`src/icpl_ram.sv`:
```
// Generic single-port-write, single-port-read RAM with registered read data.
// Depends on nothing.
module icpl_ram #(
  parameter int WIDTH = 40,
  parameter int DEPTH = 64
) (
  input  logic                     clk,
  input  logic                     we,
  input  logic [$clog2(DEPTH)-1:0] waddr,
  input  logic [WIDTH-1:0]         wdata,
  input  logic [$clog2(DEPTH)-1:0] raddr,
  output logic [WIDTH-1:0]         rdata
);

  logic [WIDTH-1:0] mem [DEPTH];

  always_ff @(posedge clk) begin
    if (we) begin
      mem[waddr] <= wdata;
    end
    rdata <= mem[raddr];
  end

endmodule

```
`config.mk`:
```
export PLATFORM = sky130hd
export DESIGN_NAME = icpl_ram
export DESIGN_NICKNAME = d
export VERILOG_FILES = /design/src/icpl_ram.sv
export SDC_FILE = /design/constraint.sdc
export NUM_CORES = 2
export LEC_CHECK = 0
export BUFFER_PORTS_ARGS = -buffer_cell sky130_fd_sc_hd__buf_2
export CAP_MARGIN = 10
export CORE_MARGIN = 1
export CORE_UTILIZATION = 40
export CTS_CLUSTER_DIAMETER = 80
export DETAILED_ROUTE_END_ITERATION = 8
export MAX_ROUTING_LAYER = met4
export PLACE_DENSITY = 0.57
export SYNTH_ARGS = -nofsm -noshare
export SYNTH_HDL_FRONTEND = slang
export SYNTH_SLANG_ARGS = --single-unit
```
`constraint.sdc`:
```
create_clock -name clk -period 4.6 [get_ports clk]
set_clock_uncertainty 0.15 [all_clocks]
set_input_delay 0.69 -clock clk [delete_from_list [all_inputs] [get_ports clk]]
set_output_delay 0.69 -clock clk [all_outputs]
set_load 0.05 [all_outputs]
```
# ---- Yosys cells after proc, flatten, opt, wreduce, memory -nomap -nowiden
# Memory sizes are Yosys's and may differ from the RTL's. A register that Yosys moved wholly into a read port is not among the register bits.
# Index checks and enable logic that the tools add are counted.
dict set report word_totals {
  mem_bits_rw 2560
  inputBits 54
  regBits 0
  wordCells 3
  mem_count 1
  output_inout_bits 40
}
dict set report op_classes {
  n_mux 2
}
# name depth word_bits read_ports rd_clocked_by_memory_dff write_ports line_no
set mem_list {}
lappend mem_list {mem 64 40 1 1 1 15} ;# logic [WIDTH-1:0] mem [DEPTH];
# op count
set ops {}
lappend ops {{$mux 1} 2}

# ---- Depth between registers and ports, before layout
dict set report depth {
  word_depth 2
  ltp_mapped 9
  mapped_depth_nobuf 5
}

# ---- Worst setup path before layout
# OpenSTA, ideal clock, no wires.
dict set report synth_timing {
  kind {input port to flip-flop}
  startpoint {in waddr[3]}
  endpoint {mem mem[48][0], enable pin}
  n_path_buf 1
  setup_ns 0.487
  setup_slack_ns 0.038
  path_stages 4
  required_time_ns 3.963
  arrival_ns 3.926
  path_cell_list {clkbuf_1 nor2b_1 nand4b_1 nor3_1}
}
# element line_no
set synth_rtl {}
lappend synth_rtl {{start: declaration} 9} ;# input logic [$clog2(DEPTH)-1:0] waddr,
lappend synth_rtl {{end: declaration} 15}
# Straight into the memory's write port.

==> out/metrics.yaml <==
sta:
  max_freq_mhz: 362
  tightest_slew_ps: 1220
  finalCritPeriodShare: 0.601
  hold_violations: 0
  rsz0062_at_grt: "no"
  slew_viol_final: 0
  holdWs_ps: 40.6
  setup_tns_ps: 0
  fin_crit_ps: 2770
  slew-limit-headroom: 0.184
  finalSetupViolCount: 0
  worst_slack_ps: 1830
worst_setup_path:
  r2r_start: "mem[26][16]"
  rr_worst_depth: 4
  crit_type: "input pin to flip-flop"
  end_kind: "flip-flop"
  start_kind: "input pin"
  path_max_fanout: 35
  arrival_ps: 3470
  required_ps: 5300
  timing.critical_path.from: "raddr[0]"
  r2r_slack_ps: 2330
  r2r-end: "rdata[16]"
placement:
  place_hpwl_um: 148000
  io_buffer_count: 93
  pre_cts_ws_ps: 813
  gp_congestion: 0.787
logic_synthesis:
  yosysSeqAreaShare: 0.794
  synthArstFlopShare: 0
  syn_area_um2: 97800
  synth_fp_nets: 4249
  synth_cells: 4195
  yosysWarnings: 0
  synthFlopType: "edfxtp_1"
  ys_seq_elements: 2600
  synth_edf_count: 2560
  ys_types: 36
  postSynthAreaPerCell_um2: 23.3
global_routing:
  grt_usage: 0.218
  grt_pass1_vias: 47400
  grt_pass1_wl_um: 365000
  antenna_found_initial: 26
  gr-total-overflow: 0
  grt_max_degree: 71
route:
  vias: 46700
  drtAntennaViolNets: 0
  drt_iter0_markers: 5429
  routed_wl_um: 259000
  via_per_inst: 5.86
  post_drt_wl_per_cell_um: 32.6
  first_pass_iters: 5
  drc: 0
final_layout:
  nNetsFinal: 4623
  final_common_cell: "edfxtp_1"
  layout-drive-gt1-share: 0.296
  syn_to_final_growth_pct: 15.3
  final_cell_mix: "2560 x edfxtp_1, 608 x mux4_2, 286 x clkbuf_16"
floorplanning:
  die_w_um: 497
  pin_count: 94
  die_h_um: 497
  start_util: 0.402
  die_area_um2: 247000
  core_area_um2: 243000
  rows: 181
clock_tree:
  post_cts_buffers: 0
  cts_tree: "done"
  clockRootBuffer: "clkbuf_16"
  cts.sinks: 2600
  clk_pin_slew_ps: 60
  clk_path_buf_depth: 4
  cts-htree-levels: 5
  worstSkewPairLatency_ps: 920
  numCtsBuffers: 277
power_and_ir_drop:
  p_seq_frac: 0.526
  power.density_nw_per_um2: 444
  clockPowerShare: 0.423
  leakagePower_nw: 35.0
  p_sw_frac: 0.210
  ir_drop_mv: 0.313
  power_switching_mw: 10.5
  p_comb_frac: 0.051
  p_int_mw: 39.6
  power_mw: 50.1
worst_hold_path:
  worstHoldStart: "wdata[11]"
  whs_endpoint: "mem[44][11]"
  hp-class: "input pin to flip-flop"
  hold_path_depth: 1
job:
  max_cap_viol_count: 0
outcome:
  status: "complete, no violations"
[power groups by stage]
stage | registers (mW) | logic, mW | clock network [mW]
after floorplan | 27.0 | 1.24 | 0
after global placement | 26.9 | 2.54 | 0
after detailed placement | 26.9 | 2.58 | 0
after CTS | 26.4 | 2.58 | 21.6
after global routing | 26.3 | 2.68 | 22.4
final | 26.3 | 2.54 | 21.2
[registers in the layout (all words and copies together), names as in the netlist]
signal / count
mem: 2560
rdata: 40
[cell usage after synthesis (16+ instances only)]
cell type,number,share of area
buf_1,20,0.00077
a221oi_1,34,0.0030
nor4_1,34,0.0022
a22oi_1,18,0.0014
mux4_2,608,0.14
nor2b_1,16,0.0010
o22ai_1,143,0.0091
o22a_1,26,0.0023
mux2_2,38,0.0044
nor2_1,97,0.0037
o221ai_1,42,0.0038
edfxtp_1,2560,0.79
buf_4,49,0.0038
mux2i_1,113,0.012
dfxtp_1,40,0.0082
nand2_1,19,0.00073
a22o_1,16,0.0014
a21oi_1,68,0.0035
buf_2,81,0.0041
clkbuf_1,80,0.0031
[worst max-delay path, stage by stage]
cell,delay [ps]
buf_8,370
buf_12,280
buf_12,210
buf_4,210
buf_4,210
mux4_2,240
o22ai_1,100
nor4_1,740
o22a_1,240
[cell families (layout without fill, tap and decap cells)]
kind of cell           count (synthesis)  count (layout)  synth area share
buffers and inverters                238             799            0.0127
AO/OA/AOI/OAI                        383             383            0.0268
multiplexers                         759             759             0.156
AND/OR/NAND/NOR                      215             215            0.0108
flip-flops                          2600            2600             0.794
other                                  0               8                 0
[metal layers]
layer	track usage	wire length [µm]	up-vias
li1	-	-	18900
met1	0.300	109000	25600
met2	0.335	124000	1852
met3	0.0359	18400	413
met4	0.0665	8240	0
met5	-	0	-
[worst max-delay path by stage]
stage | endpoint | slack [ps] | cells after the start
floorplan | mem[48][0] | 40 | 4
global placement | rdata[13] | 800 | 6
detailed placement | rdata[18] | 810 | 6
CTS | rdata[18] | 1770 | 6
global route | rdata[1] | 1780 | 8
finish | rdata[26] | 1830 | 9
[through the flow]
step                      utilization  instances  cell area, µm²
after floorplan                     -       4195           97800
after global placement          0.428       7485          104000
after detailed placement        0.429       7487          104000
after CTS                       0.463       7954          113000
after global routing            0.464       7964          113000
final                           0.464       7966          113000
[cell type report]
type                       count  area [µm²]
multi-input combinational   1357       19400
clock buffer                 364        7540
clock inverter               102         906
fill                       20000      130000
sequential                  2600       77700
antenna                        8        20.0
tap                         3202        4010
timing repair buffer         333        3200
[timing repair]
| item | CTS | global route |
|---|---|---|
| hold buffers | 1 | 0 |
| resized for setup | 0 | 0 |
| endpoints found under the hold margin | 16 | 0 |
No activity file was read; power rests on OpenSTA's default activity.
