===== src/icpl_pkg.sv =====
// Package of the in-flight credit pacing limiter: types, codes and constants.
// Used by the divider, the limiter top and the checker; depends on nothing.
package icpl_pkg;

  // Width of the shared divider.
  localparam int DIV_W = 64;

  // Q0.16 factors.
  localparam logic [15:0] F_START = 16'd32768;
  localparam logic [15:0] F_FINAL = 16'd58982;
  localparam logic [15:0] F_AVG   = 16'd45875;
  localparam logic [15:0] F_DELTA = 16'd26214;

  // Result status codes.
  localparam logic [1:0] ST_GRANT    = 2'd0;
  localparam logic [1:0] ST_HOLD_CRD = 2'd1;
  localparam logic [1:0] ST_HOLD_MEM = 2'd2;
  localparam logic [1:0] ST_FEEDBACK = 2'd3;

  // Request kinds.
  localparam logic CMD_FEEDBACK = 1'b0;
  localparam logic CMD_PUBLISH  = 1'b1;

  // Configuration register indexes.
  localparam logic [1:0] REG_MAX_IN_FLIGHT   = 2'd0;
  localparam logic [1:0] REG_MIN_FREE_MEMORY = 2'd1;
  localparam logic [1:0] REG_SMOOTH_ENABLE   = 2'd2;

  typedef struct packed {
    logic busy;
    logic done;
  } div_stat_t;

endpackage


===== src/icpl_div.sv =====
// Restoring divider, one quotient bit per cycle, shared by all divisions.
// Depends on icpl_pkg.
module icpl_div import icpl_pkg::*; (
  input  logic             clk,
  input  logic             rst,
  input  logic             go,
  input  logic [DIV_W-1:0] dividend,
  input  logic [DIV_W-1:0] divisor,
  output logic [DIV_W-1:0] quotient,
  output logic [DIV_W-1:0] remainder,
  output div_stat_t        stat
);

  localparam int CNT_W = $clog2(DIV_W + 1);

  logic [DIV_W:0]   rem;
  logic [DIV_W-1:0] quo;
  logic [CNT_W-1:0] cnt;
  logic [DIV_W:0]   trial;
  logic [DIV_W:0]   diff;
  logic             fits;

  always_comb begin
    trial = {rem[DIV_W-1:0], quo[DIV_W-1]};
    diff  = trial - {1'b0, divisor};
    fits  = trial >= {1'b0, divisor};
  end

  always_ff @(posedge clk) begin
    if (rst) begin
      stat <= '0;
      cnt  <= '0;
    end else begin
      stat.done <= 1'b0;
      if (go) begin
        stat.busy <= 1'b1;
        cnt       <= CNT_W'(DIV_W);
      end else if (stat.busy) begin
        cnt <= cnt - CNT_W'(1);
        if (cnt == CNT_W'(1)) begin
          stat.busy <= 1'b0;
          stat.done <= 1'b1;
        end
      end
    end
  end

  always_ff @(posedge clk) begin
    if (go) begin
      rem <= '0;
      quo <= dividend;
    end else if (stat.busy) begin
      rem <= fits ? diff : trial;
      quo <= {quo[DIV_W-2:0], fits};
    end
  end

  assign quotient  = quo;
  assign remainder = rem[DIV_W-1:0];

endmodule


===== config.mk =====
export PLATFORM = sky130hd
export DESIGN_NAME = icpl_div
export DESIGN_NICKNAME = d
export VERILOG_FILES = /design/src/icpl_pkg.sv /design/src/icpl_div.sv
export SDC_FILE = /design/constraint.sdc
export NUM_CORES = 1
export LEC_CHECK = 0
export BUFFER_PORTS_ARGS = -buffer_cell sky130_fd_sc_hd__buf_4
export CORE_MARGIN = 3
export CORE_UTILIZATION = 50
export CTS_BUF_LIST = sky130_fd_sc_hd__clkbuf_16
export DETAILED_ROUTE_END_ITERATION = 16
export PLACE_DENSITY = 0.72
export SYNTH_ARGS = -nofsm -noshare
export SYNTH_HDL_FRONTEND = slang
export SYNTH_SLANG_ARGS = --single-unit

===== constraint.sdc =====
create_clock -name clk -period 3.88 [get_ports clk]
set_input_delay 0.582 -clock clk [delete_from_list [all_inputs] [get_ports clk]]
set_output_delay 0.582 -clock clk [all_outputs]
set_load 0.02 [all_outputs]

* Word-level counts from Yosys, hierarchy flattened *
Index checks and enable logic that the tools add are counted.

storage, ports and cells
  input bits = 131
  output and inout port bits = 130
  word-level logic and storage cells = 22
  bits in registers = 137

cells by class
  reductions and logical operators = 3
  eq/ne operators = 1
  order comparisons = 1
  bitwise logic cells = 1
  add/subtract/negate cells = 2
  multiplexer cells = 8

operator list
  kind                                               count
  2-to-1 mux 64 bit                                  3
  >= comparator 65 x 64 -> 1 bit                     1
  subtractor 64 bit                                  1
  2-to-1 mux 7 bit                                   2
  == test 7 x 1 -> 1 bit (second input constant)     1
  subtractor 7 x 1 -> 7 bit (second input constant)  1
  2-to-1 mux 2 bit                                   2
  OR reduction 3 bit                                 1
  nonzero test 2 bit                                 1
  OR reduction 2 bit                                 1
  2-to-1 mux 1 bit                                   1
  NOT 1 bit                                          1

* Depth between registers and ports, before layout *
  depth after elaboration = 4
  depth in mapped cells = 15
  gate-level depth less buffers = 13

* Worst setup path after synthesis *
OpenSTA, ideal clock, no wires.

  path type = input-to-reg
  from = in divisor[0]
  to = reg rem[62]
  stages = 12
  required time = 3785 ps
  library setup time = 95 ps
  path buffers = 0
  arrival = 3249 ps
  setup slack = 536 ps
  path through = ha_1 > fa_1 > nand2b_1 > a211oi_2 > o211ai_2 > o2111ai_1 > nand3_1 > a21oi_2 > o21ai_1 > or3_1 > mux2_4 > a221oi_1

between the ends
  word-level cells in the longest chain between the ends = 2
  elaborated cells between the ends (all ways) = 3
  those cells by class = add/sub: 1; order compare: 1; mux: 1

ends and longest elaborated chain
  element                                                              line                            RTL
  start, declared                                                      icpl_div.sv:8                   input logic [DIV_W-1:0] divisor,
  subtractor 64 bit or >= comparator 65 x 64 -> 1 bit (tied branches)  icpl_div.sv:25, icpl_div.sv:26
  2-to-1 mux 64 bit (*)                                                icpl_div.sv:53                  rem <= fits ? diff : trial;
  end signal, assigned                                                 icpl_div.sv:53
  end, declared                                                        icpl_div.sv:16                  logic [DIV_W:0] rem;

Every way passes the cells marked *; elsewhere a longest branch is shown, timed or not.
A chain may end at the register's enable or synchronous reset.

* Final worst setup path *
  from = reg quo[63], in the netlist quotient[63]
  to = reg rem[62]

between the ends
  word-level cells in the longest chain between the ends = 2
  elaborated cells between the ends (all ways) = 3
  those cells by class = add/sub: 1; order compare: 1; mux: 1

ends and longest elaborated chain
  element                                                              line                            RTL
  start, declared                                                      icpl_div.sv:17                  logic [DIV_W-1:0] quo;
  start signal, assigned                                               icpl_div.sv:51                  quo <= dividend;
  start signal, assigned                                               icpl_div.sv:54                  quo <= {quo[DIV_W-2:0], fits};
  subtractor 64 bit or >= comparator 65 x 64 -> 1 bit (tied branches)  icpl_div.sv:25, icpl_div.sv:26
  2-to-1 mux 64 bit (*)                                                icpl_div.sv:53

Marked as above.

==> reports/summary.md <==
The run finished with clean final reports. The run gives 33.6% as the post-synthesis sequential area ratio. Summed over all layers, the routed wires come to 30.1 mm.

The slowest stage of the critical path belongs to the cell edfxtp_1. The logs give 593 for the violation count after the first detailed-routing iteration and 46.5% for the worst slew margin relative to its limit. The design draws 5.36 mW.

The critical path goes through inv_1 > ha_1 > fa_1 > nand2b_1 > a211oi_2 > o211ai_2 > o2111ai_2 > nand3_1 > a21oi_2 > o21ai_1 > or3_1 > mux2_4 > a221oi_1. The area of the mapped netlist was 10100 sq um. The worst hold path passes through 2 cells. Final hold analysis gives a worst-case slack of 308 ps. The via count of the first global-routing pass is 9013, and the worst clock skew is 9.68 ps. Synthesis produced a netlist whose cell count is 1161. The H-tree was split into 4 levels. The tools report the highest achievable clock rate as 277 MHz. Compared with the post-synthesis result, the final layout area differs by 27.3%.

Leaving out fill and tap cells, the most frequent cell in the layout is buf_4. After filler insertion, the fill cell instance count of the layout stands at 1703. Of the cells placed in the final design, the portion with a size suffix greater than 1 is 29.0%. Across all setup checks in the final design, the least slack found is 268 ps. IR analysis of the VDD net gives a maximum drop of 0.341 mV. The number of endpoints failing setup at the final stage was 0; the arrival time at the worst endpoint was 3940 ps. The number of cells on the worst reg-to-reg path is 13. For the area taken by flip-flops and latches, the log shows 3390 sq um.

The tools report the overflow left after global routing as 0. The synthesized design contains 64 enable-type register cells. In the synthesized netlist the dominant register cell turns out to be dfxtp_1.

Leaving out fill and tap cells, the most frequent cells in the layout are 270 x buf_4, 133 x nor2_1, 127 x a21oi_1. The run gives 0 as the number of antenna violations at the first check in global routing. The clock net in this run drives a total of 137 sinks.

The count of state elements after synthesis was 137. For the quantity of gates resized following cts, the log shows 0. The post-synthesis area per instance came out at 8.67 sq um. For this block, the via count after detailed routing is 9507. After clock tree synthesis, the clock-pin slew on the worst setup and hold paths is 70 ps. For this run, the number of Yosys warnings is 0.

The die is 148 um tall. The number of pins exceeding their max-slew limit in the final report is 0, and the number of routed nets with antenna violations is 0. The die covers 21900 sq um.

The clock passes through at most 2 buffers. The repair_antennas step left the layout with diodes totalling 0. Final number of hold-violating endpoints: 0. Cell at the root of the clock tree: clkbuf_16. In the final design database the tool counted 1587 nets. The quantity of I/O buffers inserted on ports is 260. The insertion delay of the later-clocked pin in the worst-skew pair was 430 ps; the number of core rows was 51.

Area taken by multi-input logic gates: 6060 sq um. The number of detailed-route iterations in the first pass was 6. In this run the power density over the cells is 418 nW/um^2. Dividing the final minimum period by the clock period gives 93.1%. The worst-margin pin slew works out to 802 ps.

The number of nets in the synthesized netlist is 1359. The critical path class was flip-flop to flip-flop. The reported leakage power was 5.67 nW; the number of max-cap violations was 0. The width of the chip was 148 um. The average via count per standard cell was 5.70.

Summed over its instances, the top area cell type makes up 19.1% of the synthesized netlist area. The tools report the count of unique library cells instantiated by Yosys as 82. In the post-synthesis netlist, the biggest area contributors are edfxtp_1 19%, dfxtp_1 15%, ha_1 8.2%. Before CTS, the worst setup slack after placement is 9.35 ps. The logs give 0 ps for the setup TNS after final layout and 0 for the number of design rule violations left after detail routing.

TritonCTS built the clock tree. The final estimated routing congestion in global placement was 0.921. The logs give 51.2% for the initial core utilization and 261 for the top-level I/O count. Entering global routing, the biggest net connects 100 pins. On the worst path, the slowest cell contributes a delay of 430 ps.

The classification of the worst-slack hold path is primary input to flip-flop. Of all cell types, the one taking the most synthesized area is edfxtp_1. Dividing the detail-routed wire length by the instance count gives 18.1 um. For the total CTS buffers, the log shows 17.

The worst path needs 3610 ps of the cycle, external delays included. The global-route usage over all layers is 26.5%. Setup repair after global routing left no endpoint under its margin. The worst setup path is captured at a flip-flop.

Of all nets on the critical path, the largest fanout is 5. The worst setup path is launched from a flip-flop. Detailed placement ended at an HPWL of 22.4 mm. After floorplanning, the core was sized to cover 19700 sq um. Once the clock tree was built, the setup fixing pass inserted 0 buffers. The wire length of the first global-routing pass was 47.0 mm; the cts-stage hold buffer count was 0. Counting flops with an async set or reset pin after synthesis yields a share of 0%.

STA puts the critical path data required time at 4210 ps.
## kinds of logic after synthesis
group | count (synthesis) | share of synthesized area, %
AND/OR/NAND/NOR | 319 | 14.3
adder cells (fa/ha/maj) | 67 | 8.40
XOR/XNOR | 57 | 4.96
buffers and inverters | 152 | 6.33
multiplexers | 81 | 8.97
AO/OA/AOI/OAI | 348 | 23.5
flip-flops | 137 | 33.6
## worst max-delay path: cells and delay by family, from the launching register on
kind	cells	cell delay, ps
adder cells (fa/ha/maj)	2	610
AND/OR/NAND/NOR	3	660
multiplexers	1	300
flip-flops	1	430
AO/OA/AOI/OAI	6	1450
buffers and inverters	1	70
## power breakdown
group / internal, mW / total [mW] / leakage [nW] / switching, mW
combinational: 0.781 / 1.83 / 4.13 / 1.05
clock: 0.975 / 1.72 / 0.294 / 0.743
sequential: 1.67 / 1.81 / 1.25 / 0.136
total: 3.43 / 5.36 / 5.67 / 1.93
## stage by stage
stage	cells	cell area (sq um)	utilization [%]
floorplan	1161	10100	-
global placement	1635	12200	62.1
detailed placement	1635	12200	62.1
CTS	1667	12800	65.2
global route	1667	12800	65.2
finish	1667	12800	65.2
## synthesized netlist by cell type (6+ instances only)
master    instances
nand2b_1          9
and3_1            9
a211o_1           6
nand2_1          82
o211ai_1          8
o21ai_0          51
inv_1            87
xor2_1           24
dfxtp_1          73
nand3_1          20
o31ai_1           6
clkbuf_1         36
nor2_1          133
a211oi_1         52
ha_1             66
o21a_1           12
o21bai_1         11
buf_4             6
edfxtp_1         64
nand4_1          18
nor3_1           12
a21o_1           16
a21oi_1         127
a221oi_1          6
xnor2_1          33
mux2_2           66
buf_2            16
mux2i_1          13
nor4_1            9
## routing by layer
metal / global-route usage, % / share of wire [%] / vias to the layer above
met4: 7.48 / 2.3 / 0
met2: 42.3 / 46 / 364
li1: - / - / 4675
met3: 5.92 / 7.1 / 48
met5: 0 / 0 / -
met1: 36.4 / 44 / 4420
## state kept, by name, summed over array words and instances (netlist names)
name,flops
quotient,64
cnt,7
rem,64
stat,2
## layout make-up
| type | instances | share of cell area, % |
|---|---|---|
| multi-input combinational | 872 | 47.3 |
| inverter | 87 | 2.55 |
| clock inverter | 15 | 1.41 |
| tap | 265 | 2.59 |
| clock buffer | 17 | 3.32 |
| timing repair buffer | 274 | 16.4 |
| sequential | 137 | 26.4 |
## worst paths after layout
kind / startpoint / endpoint / slack, ps
setup / recovery: quotient[63]$_DFFE_PP_ / rem[62]$_SDFFE_PP0P_ / 270
hold / removal: rst / stat[1]$_SDFF_PP0_ / 310
setup reg to reg: quotient[63]$_DFFE_PP_ / rem[62]$_SDFFE_PP0P_ / 270
hold reg to reg: rem[1]$_SDFFE_PP0P_ / rem[1]$_SDFFE_PP0P_ / 510
No activity file was read; power rests on OpenSTA's default activity.
